`src/rtl/core/teq_pkg.sv`:
```
// Package of the timed event queue: sizes, codes, field types and the slot record.
// No dependencies; the core and its checker use it through scoped names.
package teq_pkg;

  localparam int EVENT_SLOTS  = 16;
  localparam int SLOT_BITS    = $clog2(EVENT_SLOTS);
  localparam int FUNC_ID_BITS = 8;

  localparam logic [63:0] EARLIEST_RESET = 64'h7FFF_FFFF_FFFF_FFFF;
  localparam logic [63:0] EMPTY_EARLIEST = 64'h7FFF_FFFF_0000_0000;
  localparam logic [8:0]  NUM_FUNC_RESET = 9'd1;
  localparam logic [7:0]  RUN_LIMIT_RESET = 8'd32;

  // input modes
  localparam logic [1:0] MODE_ADD  = 2'd0;
  localparam logic [1:0] MODE_DEL  = 2'd1;
  localparam logic [1:0] MODE_STEP = 2'd2;
  localparam logic [1:0] MODE_RSVD = 2'd3;

  // result kinds
  localparam logic [1:0] KIND_ADD  = 2'd0;
  localparam logic [1:0] KIND_DEL  = 2'd1;
  localparam logic [1:0] KIND_IDLE = 2'd2;
  localparam logic [1:0] KIND_FIRE = 2'd3;

  // status codes
  localparam logic [2:0] ST_OK        = 3'd0;
  localparam logic [2:0] ST_BAD_FUNC  = 3'd1;
  localparam logic [2:0] ST_FULL      = 3'd2;
  localparam logic [2:0] ST_NOT_FOUND = 3'd3;
  localparam logic [2:0] ST_EMPTY     = 3'd4;

  // register indexes
  localparam logic REG_NUM_FUNC  = 1'b0;
  localparam logic REG_RUN_LIMIT = 1'b1;

  typedef struct packed {
    logic [31:0] id;
    logic [63:0] param;
    logic [63:0] due;
    logic [7:0]  func;
  } slot_rec_t;

endpackage

```
`src/rtl/core/timed_event_queue.sv`:
```
// Top level of the timed event queue: stream in/out channels, APB registers, slot memory.
// Depends on teq_pkg.
//
// The block holds up to EVENT_SLOTS pending events in a synchronous memory
// (one write port, one read port, registered read) plus a valid bit per
// slot in flops. Every request is taken one at a time; in_tready is high only
// while the block is idle. An add needs no sweep of the memory and a delete
// needs one. A step on an empty table, or one whose advanced time is still
// short of the earliest due time, needs none; any other step makes one sweep
// that marks the due events and finds the new earliest time, then one sweep
// per fired event that picks the lowest id among those still marked. The
// memory read port, one slot per cycle, paces every sweep. Results leave
// through a one-deep output register; a stalled result channel holds the
// core in its emit state for as long as it stalls. Write the registers only
// while the block is idle; a write takes effect at its access edge.
module timed_event_queue (
  input  logic         clk,
  input  logic         rst_n,
  // request channel
  input  logic         in_tvalid,
  output logic         in_tready,
  input  logic [1:0]   in_tuser,   // mode
  input  logic [135:0] in_tdata,   // func_id[7:0], delta[39:8], event_param[103:40],
                                   // target_id[135:104]
  // result channel
  output logic         out_tvalid,
  input  logic         out_tready,
  output logic [1:0]   out_tuser,  // kind
  output logic [183:0] out_tdata,  // status[2:0], new_id[34:3], fired_func[42:35],
                                   // fired_param[106:43], run_amount[114:107],
                                   // now_count[177:115], zero pad[183:178]
  output logic         out_tlast,
  // register port
  input  logic         cfg_psel,
  input  logic         cfg_penable,
  input  logic         cfg_pwrite,
  input  logic [2:0]   cfg_paddr,
  input  logic [31:0]  cfg_pwdata,
  output logic [31:0]  cfg_prdata,
  output logic         cfg_pready
);

  localparam int N = teq_pkg::EVENT_SLOTS;
  localparam int SB = teq_pkg::SLOT_BITS;

  typedef enum logic [3:0] {
    S_IDLE, S_ADD, S_DEL, S_RUN, S_TEST, S_SCAN, S_SEL, S_EMIT
  } state_t;

  state_t state_r;
  state_t ret_r;

  // configuration
  logic [8:0] num_func_r;
  logic [7:0] run_limit_r;

  // scheduler state
  logic [N-1:0]  valid_r;
  logic [N-1:0]  fire_r;
  logic [62:0]   master_r;
  logic [63:0]   earliest_r;
  logic [63:0]   min_due_r;
  logic [31:0]   next_id_r;
  logic [7:0]    run_r;

  // captured request
  logic [7:0]    func_in_r;
  logic [31:0]   delta_r;
  logic [63:0]   param_in_r;
  logic [31:0]   target_r;

  // sweep over the memory
  logic [SB:0]   cnt_r;
  logic          q_live_r;
  logic [SB-1:0] q_idx_r;
  teq_pkg::slot_rec_t q_rec;
  logic          found_r;
  logic          have_r;
  logic [SB-1:0] best_idx_r;
  logic [31:0]   best_id_r;
  logic [7:0]    best_func_r;
  logic [63:0]   best_param_r;

  // pending result
  logic [1:0]    res_kind_r;
  logic [2:0]    res_status_r;
  logic [31:0]   res_id_r;
  logic [7:0]    res_func_r;
  logic [63:0]   res_param_r;
  logic [7:0]    res_run_r;
  logic          res_last_r;

  // output register
  logic          out_valid_r;
  logic [1:0]    out_kind_r;
  logic [177:0]  out_data_r;
  logic          out_last_r;

  // slot memory
  teq_pkg::slot_rec_t mem [N];
  logic               mem_we;
  logic [SB-1:0]      mem_waddr;
  teq_pkg::slot_rec_t mem_wdata;

  // ---------------- register port ----------------
  assign cfg_pready = 1'b1;
  logic cfg_wr;
  assign cfg_wr = cfg_psel && cfg_penable && cfg_pwrite;

  always_comb begin
    unique case (cfg_paddr[2])
      teq_pkg::REG_NUM_FUNC:  cfg_prdata = {23'd0, num_func_r};
      default:                cfg_prdata = {24'd0, run_limit_r};
    endcase
  end

  always_ff @(posedge clk) begin
    if (!rst_n) begin
      num_func_r  <= teq_pkg::NUM_FUNC_RESET;
      run_limit_r <= teq_pkg::RUN_LIMIT_RESET;
    end else if (cfg_wr) begin
      if (cfg_paddr[2] == teq_pkg::REG_NUM_FUNC) begin
        num_func_r <= cfg_pwdata[8:0];
      end else begin
        run_limit_r <= cfg_pwdata[7:0];
      end
    end
  end

  // ---------------- handshakes ----------------
  logic in_acc;
  logic out_free;
  assign in_tready  = (state_r == S_IDLE);
  assign in_acc     = in_tvalid && in_tready;
  assign out_free   = !out_valid_r || out_tready;
  assign out_tvalid = out_valid_r;
  assign out_tuser  = out_kind_r;
  assign out_tdata  = {6'd0, out_data_r};
  assign out_tlast  = out_last_r;

  // ---------------- memory ----------------
  always_ff @(posedge clk) begin
    if (mem_we) begin
      mem[mem_waddr] <= mem_wdata;
    end
    q_rec <= mem[cnt_r[SB-1:0]];
  end

  // ---------------- add decision ----------------
  logic          func_bad;
  logic          have_free;
  logic [SB-1:0] free_idx;
  logic [63:0]   add_due;

  always_comb begin
    func_bad = ({1'b0, func_in_r} >= num_func_r) ||
               ((9'(func_in_r) >> teq_pkg::FUNC_ID_BITS) != 9'd0);
    have_free = 1'b0;
    free_idx  = '0;
    for (int i = N - 1; i >= 0; i--) begin
      if (!valid_r[i]) begin
        have_free = 1'b1;
        free_idx  = SB'(i);
      end
    end
    add_due   = {1'b0, master_r} + {32'd0, delta_r};
    mem_we    = (state_r == S_ADD) && !func_bad && have_free;
    mem_waddr = free_idx;
    mem_wdata = '{id: next_id_r, param: param_in_r, due: add_due, func: func_in_r};
  end

  // ---------------- sweep helpers ----------------
  logic          sweep_done;
  logic          del_hit;
  logic          take_q;
  logic [SB-1:0] best_idx_now;
  logic [31:0]   best_id_now;
  logic [7:0]    best_func_now;
  logic [63:0]   best_param_now;
  logic [N-1:0]  fire_left;
  logic [63:0]   run_sum;

  always_comb begin
    sweep_done = (cnt_r == (SB+1)'(N)) && q_live_r;
    del_hit    = q_live_r && valid_r[q_idx_r] && (q_rec.id == target_r) && !found_r;
    take_q     = q_live_r && fire_r[q_idx_r] && (!have_r || (q_rec.id < best_id_r));
    best_idx_now   = take_q ? q_idx_r     : best_idx_r;
    best_id_now    = take_q ? q_rec.id    : best_id_r;
    best_func_now  = take_q ? q_rec.func  : best_func_r;
    best_param_now = take_q ? q_rec.param : best_param_r;
    fire_left  = fire_r & ~(N'(1) << best_idx_now);
    run_sum    = {1'b0, master_r} + {56'd0, run_limit_r};
  end

  // ---------------- control and datapath ----------------
  always_ff @(posedge clk) begin
    if (!rst_n) begin
      state_r     <= S_IDLE;
      ret_r       <= S_IDLE;
      valid_r     <= '0;
      fire_r      <= '0;
      master_r    <= '0;
      earliest_r  <= teq_pkg::EARLIEST_RESET;
      next_id_r   <= '0;
      out_valid_r <= 1'b0;
      q_live_r    <= 1'b0;
      cnt_r       <= '0;
    end else begin
      // drop the taken result unless the emit state refills the register
      if (out_valid_r && out_tready && state_r != S_EMIT) begin
        out_valid_r <= 1'b0;
      end
      // advance the sweep counter in sweep states; the final slot hands over to the FSM
      if ((state_r == S_DEL || state_r == S_SCAN || state_r == S_SEL) && !sweep_done) begin
        q_live_r <= (cnt_r < (SB+1)'(N));
        q_idx_r  <= cnt_r[SB-1:0];
        if (cnt_r < (SB+1)'(N)) begin
          cnt_r <= cnt_r + (SB+1)'(1);
        end
      end

      unique case (state_r)
        S_IDLE: begin
          if (in_acc) begin
            func_in_r  <= in_tdata[7:0];
            delta_r    <= in_tdata[39:8];
            param_in_r <= in_tdata[103:40];
            target_r   <= in_tdata[135:104];
            cnt_r      <= '0;
            q_live_r   <= 1'b0;
            found_r    <= 1'b0;
            case (in_tuser)
              teq_pkg::MODE_ADD:  state_r <= S_ADD;
              teq_pkg::MODE_DEL:  state_r <= S_DEL;
              teq_pkg::MODE_STEP: state_r <= S_RUN;
              default:            state_r <= S_IDLE;  // reserved: drop
            endcase
          end
        end

        S_ADD: begin
          res_kind_r  <= teq_pkg::KIND_ADD;
          res_func_r  <= '0;
          res_param_r <= '0;
          res_run_r   <= '0;
          res_last_r  <= 1'b1;
          res_id_r    <= '0;
          if (func_bad) begin
            res_status_r <= teq_pkg::ST_BAD_FUNC;
          end else if (!have_free) begin
            res_status_r <= teq_pkg::ST_FULL;
          end else begin
            res_status_r      <= teq_pkg::ST_OK;
            res_id_r          <= next_id_r;
            next_id_r         <= next_id_r + 32'd1;
            valid_r[free_idx] <= 1'b1;
            if (add_due < earliest_r) begin
              earliest_r <= add_due;
            end
          end
          ret_r   <= S_IDLE;
          state_r <= S_EMIT;
        end

        S_DEL: begin
          if (del_hit) begin
            found_r          <= 1'b1;
            valid_r[q_idx_r] <= 1'b0;
          end
          if (sweep_done) begin
            res_kind_r   <= teq_pkg::KIND_DEL;
            res_status_r <= (found_r || del_hit) ? teq_pkg::ST_OK : teq_pkg::ST_NOT_FOUND;
            res_id_r     <= '0;
            res_func_r   <= '0;
            res_param_r  <= '0;
            res_run_r    <= '0;
            res_last_r   <= 1'b1;
            ret_r        <= S_IDLE;
            state_r      <= S_EMIT;
          end
        end

        S_RUN: begin
          res_kind_r  <= teq_pkg::KIND_IDLE;
          res_id_r    <= '0;
          res_func_r  <= '0;
          res_param_r <= '0;
          res_last_r  <= 1'b1;
          if (valid_r == '0) begin
            res_status_r <= teq_pkg::ST_EMPTY;
            res_run_r    <= '0;
            ret_r        <= S_IDLE;
            state_r      <= S_EMIT;
          end else if (run_sum <= earliest_r) begin
            run_r    <= run_limit_r;
            master_r <= master_r + {55'd0, run_limit_r};
            state_r  <= S_TEST;
          end else if (earliest_r > {1'b0, master_r}) begin
            run_r    <= 8'(earliest_r - {1'b0, master_r});
            master_r <= master_r + 63'(earliest_r[7:0] - master_r[7:0]);
            state_r  <= S_TEST;
          end else begin
            run_r   <= '0;
            state_r <= S_TEST;
          end
        end

        S_TEST: begin
          res_status_r <= teq_pkg::ST_OK;
          res_run_r    <= run_r;
          if ({1'b0, master_r} >= earliest_r) begin
            fire_r    <= '0;
            min_due_r <= teq_pkg::EMPTY_EARLIEST;
            cnt_r     <= '0;
            q_live_r  <= 1'b0;
            state_r   <= S_SCAN;
          end else begin
            ret_r   <= S_IDLE;
            state_r <= S_EMIT;
          end
        end

        S_SCAN: begin
          // mark due events, track the least remaining due time
          if (q_live_r && valid_r[q_idx_r]) begin
            if (q_rec.due <= earliest_r) begin
              fire_r[q_idx_r] <= 1'b1;
            end else if (q_rec.due < min_due_r) begin
              min_due_r <= q_rec.due;
            end
          end
          if (sweep_done) begin
            if (q_live_r && valid_r[q_idx_r] && q_rec.due > earliest_r &&
                q_rec.due < min_due_r) begin
              earliest_r <= q_rec.due;
            end else begin
              earliest_r <= min_due_r;
            end
            cnt_r    <= '0;
            q_live_r <= 1'b0;
            have_r   <= 1'b0;
            if (fire_r == '0 && !(q_live_r && valid_r[q_idx_r] &&
                                  q_rec.due <= earliest_r)) begin
              ret_r   <= S_IDLE;
              state_r <= S_EMIT;
            end else begin
              state_r <= S_SEL;
            end
          end
        end

        S_SEL: begin
          if (take_q) begin
            have_r       <= 1'b1;
            best_idx_r   <= q_idx_r;
            best_id_r    <= q_rec.id;
            best_func_r  <= q_rec.func;
            best_param_r <= q_rec.param;
          end
          if (sweep_done) begin
            fire_r[best_idx_now]  <= 1'b0;
            valid_r[best_idx_now] <= 1'b0;
            res_kind_r   <= teq_pkg::KIND_FIRE;
            res_status_r <= teq_pkg::ST_OK;
            res_id_r     <= best_id_now;
            res_func_r   <= best_func_now;
            res_param_r  <= best_param_now;
            res_run_r    <= run_r;
            res_last_r   <= (fire_left == '0);
            ret_r        <= (fire_left == '0) ? S_IDLE : S_SEL;
            cnt_r        <= '0;
            q_live_r     <= 1'b0;
            have_r       <= 1'b0;
            state_r      <= S_EMIT;
          end
        end

        S_EMIT: begin
          // hold the result until the output register frees up
          if (out_free) begin
            out_valid_r <= 1'b1;
            out_kind_r  <= res_kind_r;
            out_last_r  <= res_last_r;
            out_data_r  <= {master_r, res_run_r, res_param_r, res_func_r,
                            res_id_r, res_status_r};
            state_r     <= ret_r;
          end
        end

        default: state_r <= S_IDLE;
      endcase
    end
  end

endmodule

```
`config.mk`:
```
export PLATFORM = sky130hd
export DESIGN_NAME = timed_event_queue
export DESIGN_NICKNAME = d
export VERILOG_FILES = /design/src/rtl/core/teq_pkg.sv /design/src/rtl/core/timed_event_queue.sv
export SDC_FILE = /design/constraint.sdc
export NUM_CORES = 2
export LEC_CHECK = 0
export BUFFER_PORTS_ARGS = -buffer_cell sky130_fd_sc_hd__buf_2
export CAP_MARGIN = 0
export CORE_ASPECT_RATIO = 0.8
export CORE_MARGIN = 1.5
export CORE_UTILIZATION = 43
export CTS_BUF_LIST = sky130_fd_sc_hd__clkbuf_8 sky130_fd_sc_hd__clkbuf_16
export CTS_CLUSTER_DIAMETER = 30
export DETAILED_ROUTE_END_ITERATION = 10
export PLACE_DENSITY = 0.58
export SYNTH_ARGS = -nofsm -noshare
export SYNTH_HDL_FRONTEND = slang
export SYNTH_SLANG_ARGS = --single-unit
```
`constraint.sdc`:
```
create_clock -name clk -period 16.9 [get_ports clk]
set_input_delay 0.845 -clock clk [delete_from_list [all_inputs] [get_ports clk]]
set_output_delay 0.845 -clock clk [all_outputs]
set_load 0.02 [all_outputs]
```
## Word-level counts from Yosys, hierarchy flattened

Memories as Yosys holds them, arrays and structs flattened. A register that Yosys moved wholly into a read port is not among the register bits.
Index checks and enable logic that the tools add are counted.

| word-level totals | value |
|---|---|
| flip-flop bits (word level) | 844 |
| bits in writable memories | 2,688 |
| input bits | 180 |
| output and inout port bits | 222 |
| logic and storage cells | 314 |
| memories | 1 |

Memories:

| name | depth | width | read ports | clocked after Yosys merged registers in | wr ports | line | source |
|---|---|---|---|---|---|---|---|
| mem | 16 | 168 | 1 | 1 | 1 | timed_event_queue.sv:100 | `teq_pkg::slot_rec_t mem [N];` |

| operators by class | value |
|---|---|
| add/sub/neg operators | 8 |
| $lt $le $gt $ge | 16 |
| eq/ne operators | 31 |
| shifts and indexed selects | 1 |
| mux-type cells | 139 |
| bitwise logic cells | 12 |
| reduce and logical (&&, ||, !) cells | 71 |

Operators by type and width:

| operator | number |
|---|---|
| $mux 64 | 12 |
| $pmux 64 s2 | 2 |
| $pmux 64 s3 | 1 |
| $mux 32 | 5 |
| $le 64x64->1 | 2 |
| $lt 64x64->1 | 2 |
| $mux 16 | 8 |
| $pmux 32 s4 | 1 |
| $mux 63 | 2 |
| $mux 4 | 27 |
| $pmux 16 s3 | 2 |
| $add 63x32->64 | 1 |
| $add 63x8->64 | 1 |
| $and 16x16->16 | 4 |
| $ge 63x64->1 | 1 |
| $gt 64x63->1 | 1 |
| $gt 64x64->1 | 1 |
| $add 63x63->63 | 1 |
| $add 63x8->63 | 1 |
| $mux 8 | 7 |
| $logic_not 16->1 | 3 |
| $not 16->16 | 3 |
| $pmux 8 s5 | 1 |
| $mux 1 | 38 |
| 55 further kinds | 151 |

## Depth between registers and ports, before layout

| depth | value |
|---|---|
| word-level depth | 24 |
| gate-level depth with buffers | 37 |
| mapped depth without buffers | 35 |

## Least setup slack after synthesis

Ideal clock, no wire load.

| path | value |
|---|---|
| path kind | register -> register |
| start | register earliest_r[63] |
| end | register min_due_r[0], enable pin |
| setup time | 828 ps |
| arrival | 12,523 ps |
| data required time | 16,072 ps |
| slack | 3,549 ps |
| stages on the path, launching flop included | 13 |
| path buffers | 2 |
| period minus slack after synthesis | 13,351 ps |
| cells stage by stage | dfxtp_1 > inv_1 > ha_1 > nand3_1 > or4_1 > nor3_1 > nand3_1 > a211o_1 > a21oi_1 > nand2_1 > buf_2 > buf_2 > a2111oi_0 |

| on the way | value |
|---|---|
| word-level cells in the longest chain between the ends | 3 |
| elaborated cells on any way between the ends | 5 |
| those cells by class | order compare: 2; eq/ne: 2; reduce/logical: 1 |

RTL lines:

| what | line | source |
|---|---|---|
| from (decl) | timed_event_queue.sv:61 | `logic [63:0] earliest_r;` |
| from (signal assigned) | timed_event_queue.sv:203 | `earliest_r <= teq_pkg::EARLIEST_RESET;` |
| from (signal assigned) | timed_event_queue.sv:258 | `earliest_r <= add_due;` |
| from (signal assigned) | timed_event_queue.sv:335 | `earliest_r <= q_rec.due;` |
| $le 64x64->1 or $ge 63x64->1 (tied branches) | timed_event_queue.sv:326, timed_event_queue.sv:311 |  |
| $ne 2x2->1 (no line) | n/a |  |
| $reduce_and 6->1 (no line) * | n/a |  |
| to (signal assigned) | timed_event_queue.sv:313 | `min_due_r <= teq_pkg::EMPTY_EARLIEST;` |
| to (signal assigned) | timed_event_queue.sv:329 | `min_due_r <= q_rec.due;` |
| to (decl) | timed_event_queue.sv:62 | `logic [63:0] min_due_r;` |

Mark *: on every way between the ends. The rest lies on a longest branch, timed or not.
A chain may end at the register's enable or synchronous reset.

## Worst setup path in the final report

| path | value |
|---|---|
| start | register run_limit_r[0] |
| end | register master_r[58] |

| on the way | value |
|---|---|
| word-level cells in the longest chain between the ends | 4 |
| elaborated cells on any way between the ends | 6 |
| those cells by class | add/sub: 2; order compare: 1; mux: 1; reduce/logical: 2 |

RTL lines:

| what | line | source |
|---|---|---|
| from (decl) | timed_event_queue.sv:55 | `logic [7:0] run_limit_r;` |
| from (signal assigned) | timed_event_queue.sv:120 | `run_limit_r <= teq_pkg::RUN_LIMIT_RESET;` |
| from (signal assigned) | timed_event_queue.sv:125 | `run_limit_r <= cfg_pwdata[7:0];` |
| $add 63x8->64 | timed_event_queue.sv:192 | `run_sum = {1'b0, master_r} + {56'd0, run_limit_r};` |
| $le 64x64->1 | timed_event_queue.sv:294 | `end else if (run_sum <= earliest_r) begin` |
| $reduce_bool 2->1 (no line) | n/a |  |
| $reduce_and 3->1 (no line) | n/a |  |
| to (signal assigned) | timed_event_queue.sv:296 | `master_r <= master_r + {55'd0, run_limit_r};` |
| to (signal assigned) | timed_event_queue.sv:300 | `master_r <= master_r + 63'(earliest_r[7:0] - master_r[7:0]);` |
| to (decl) | timed_event_queue.sv:60 | `logic [62:0] master_r;` |

Parallel ways exist; a longest one is shown, timed or not.

==> summary.md <==
| Metric | Value |
|---|---|
| Final worst path period need | 11130 ps |
| Total number of nets in the final design | 10200 |
| Global route total overflow | 0 |
| Residual DRC count | 0 |
| Synthesized area divided by synthesized cell count | 17.6 um2 |
| Pre-CTS setup slack | 5860 ps |
| Syn. warnings | 0 |
| Final worst slack | 5770 ps |
| Final critical-path share of the clock period | 0.659 |
| Boundary pin count | 402 |
| Transition time at the pin with the least slew margin | 1380 ps |
| Total power per unit cell area | 146 nW/um2 |
| Die boundary height | 537 um |
| Detail-routed net length per standard cell | 29.1 um |
| Critical path capture point type | flip-flop |
| Startpoint class of the critical path | flip-flop |
| Fraction of layout instances using a drive strength above 1 | 0.258 |
| Status | finished, final reports clean |
| Vias per cell | 5.80 |
| Routability congestion estimate | 0.942 |
| Wire length of the first global-routing pass | 621000 um |
| Total Negative Setup Slacks | 0 ps |
| Post-cts sizing count | 0 |
| Design Power | 0.0269 W |
| 1st-iter DRT viols | 9828 |
| Layout overhead on the synthesized area | 20.2% |
| Max-slew violations | 0 |
| Number of rows in the core area | 195 |
| Placement-stage cell area | 161000 um2 |
| Number of different library cells in the post-synthesis netlist | 89 |
| Leakage power total | 63.9 nW |
| Non-filler instance count after layout | 14900 |
| Clock skew after layout | 58.0 ps |
| Register area share after synthesis | 0.699 |
| Num CTS Buffers | 623 |
| Area of the core | 354000 um2 |
| Number of flops mapped to enable cells by yosys | 3309 |
| Post-Place Cells | 13600 |
| Finished layout cell area | 184000 um2 |
| Top cells by area, synth | edfxtp_1, mux4_2, dfxtp_1 |
| Most common cell in the netlist | edfxtp_1 |
| Gate Count Post-Synth | 8680 |
| Antenna violations before repair | 35 |
| Worst-skew pair later-pin latency | 1040 ps |
| Number of detailed-routing iterations run before antenna repair | 7 |
| Slowest cell on crit path | nor4_1 |
| Remaining number of nets flagged by the antenna check after routing | 0 |
| Most common flop cell mapped by yosys | edfxtp_1 |
| Final setup vio count | 0 |
| Clock Sinks | 3696 |
| CP peak stage delay | 910 ps |
| Die area | 360000 um2 |
| Aggregate routed wire length | 433000 um |
| Clk pin slew, worst setup/hold paths | 50 ps |
| Max-capacitance violation count | 0 |
| Critical path peak fanout | 42 |
| Synth Register Bits | 3696 |
| Post-detailed-placement half-perimeter wirelength | 251000 um |
| Area share of the largest cell type after synthesis | 0.649 |
| Post-synthesis instance area | 153000 um2 |
| Worst hold path class | input pin to flip-flop |
| Total global routing track utilization | 0.237 |
| Width of the chip | 670 um |
| Maximum clock path buffer count | 4 |
| Data required time at the worst endpoint | 17820 ps |
| Hold Fails Final Rpt | 0 |
| Pin count of the biggest net entering global routing | 109 |
| Setup repair after global routing missed its margin | no |
| Root buffer cell | clkbuf_16 |
| Achievable clock frequency | 89.8 MHz |
| Count of port buffers added during placement | 346 |
| Peak supply drop | 0.000122 V |
| Critical path class | flip-flop to flip-flop |
| Clock tree from TritonCTS | built |
| Depth of the CTS H-tree | 6 |
| Most area-hungry cell type in the Yosys netlist | edfxtp_1 |
| Total number of vias | 86300 |
| Top cells by instance count after synthesis | edfxtp_1, mux4_2, ha_1 |
| Async SR Flop Fraction | 0 |
| Number of global-route vias before repair | 87100 |
| Arr. time, crit path | 12050 ps |
| Slew headroom | 0.0697 |
| Starting utilization of the core area | 0.433 |
-- sequential cells by signal (all words and copies together), names as in the netlist, 5 cells and up --
register and cells:
min_due_r 64, best_func_r 8, earliest_r 64, fire_r 16
res_run_r 8, num_func_r 9, cnt_r 5, master_r 63
best_param_r 64, q_rec 168, next_id_r 32, valid_r 16
out_data_r 178, run_limit_r 8, res_id_r 32, delta_r 32
target_r 32, param_in_r 64, best_id_r 32, run_r 8
res_param_r 64, mem 2688, func_in_r 8, res_func_r 8
-- cell usage in the layout, fill, tap and decap left out, types with 36 or more instances in the layout --
cell,n
dlygate4sd3_1,130
clkinv_4,53
a211oi_1,45
o21ai_0,273
and3_1,42
buf_2,345
inv_1,360
nor4_1,36
or3_1,72
nand3_1,154
nand4_1,105
xnor2_1,154
a21oi_1,255
and2_1,131
nand2_1,337
a31oi_1,58
xor2_1,63
a21o_1,148
mux4_2,849
clkinvlp_4,70
mux2i_1,52
ha_1,471
edfxtp_1,3309
clkbuf_16,630
clkinv_2,70
nor3_1,99
buf_4,192
mux2_2,75
inv_6,60
dfxtp_1,382
bufinv_16,67
nor2_1,321
clkinv_1,47
-- through the flow --
stage               hold slack [ps]   util
global route                   29.9  0.521
detailed placement              405  0.456
floorplan                       400      -
CTS                           0.321  0.521
finish                         79.7  0.521
global placement                406  0.456
-- where the power goes --
group	switching [W]	leakage [nW]	total [W]	internal, W
clock	0.00465	10.7	0.0127	0.00807
sequential	0.000429	33.4	0.0109	0.0104
combinational	0.00174	19.8	0.00335	0.00162
total	0.00682	63.9	0.0269	0.0201
-- logic make-up after synthesis --
| kind of cell | count (synthesis) | synth area share |
|---|---|---|
| compound gates | 1137 | 0.0488 |
| flops | 3696 | 0.699 |
| mux | 976 | 0.134 |
| fa+ha+maj | 475 | 0.0390 |
| buf+inv | 703 | 0.0184 |
| simple gates | 1469 | 0.0477 |
| xor+xnor | 222 | 0.0127 |
| other cells | 2 | 0.0000490 |
-- what timing repair did --
item                                   4_1_cts  5_1_grt
endpoints found under the hold margin      133        0
hold buffers                               130        0
setup buffers                                0        0
-- cell type report --
type,count,area (um2)
clock inverters,501,5320
clock buffers,663,16200
flip-flops and latches,3696,107000
fillers,28200,169000
repair buffers,683,4790
well taps,4728,5920
diodes,16,40.0
multi-input cells,4309,43600
inverters,281,1060
-- worst max-delay path: cells and delay by family (launching register included) --
kind,cells,cell delay [ps]
xor+xnor,1,160
flops,1,420
buf+inv,5,1460
simple gates,13,3850
compound gates,13,3690
fa+ha+maj,4,1370
-- path summary, 6_finish.rpt --
check | endpoint | slack, ps | from | cells after the start
setup / recovery | master_r[58]$_SDFFE_PN0P_ | 5770 | run_limit_r[0]$_SDFFE_PN0P_ | 36
hold / removal | param_in_r[59]$_DFFE_PP_ | 80 | in_tdata[99] | 1
setup reg to reg | master_r[58]$_SDFFE_PN0P_ | 5770 | run_limit_r[0]$_SDFFE_PN0P_ | 36
hold reg to reg | out_data_r[36]$_DFFE_PP_ | 410 | res_func_r[1]$_SDFFCE_PN0P_ | 0
-- routing by layer --
metal	routed length (um)	track usage	vias up
li1	-	-	37000
met1	189000	0.344	45200
met2	198000	0.369	3451
met3	33000	0.0423	658
met4	12200	0.0692	2
met5	12	0	-
(Power assumes the default switching activity.)
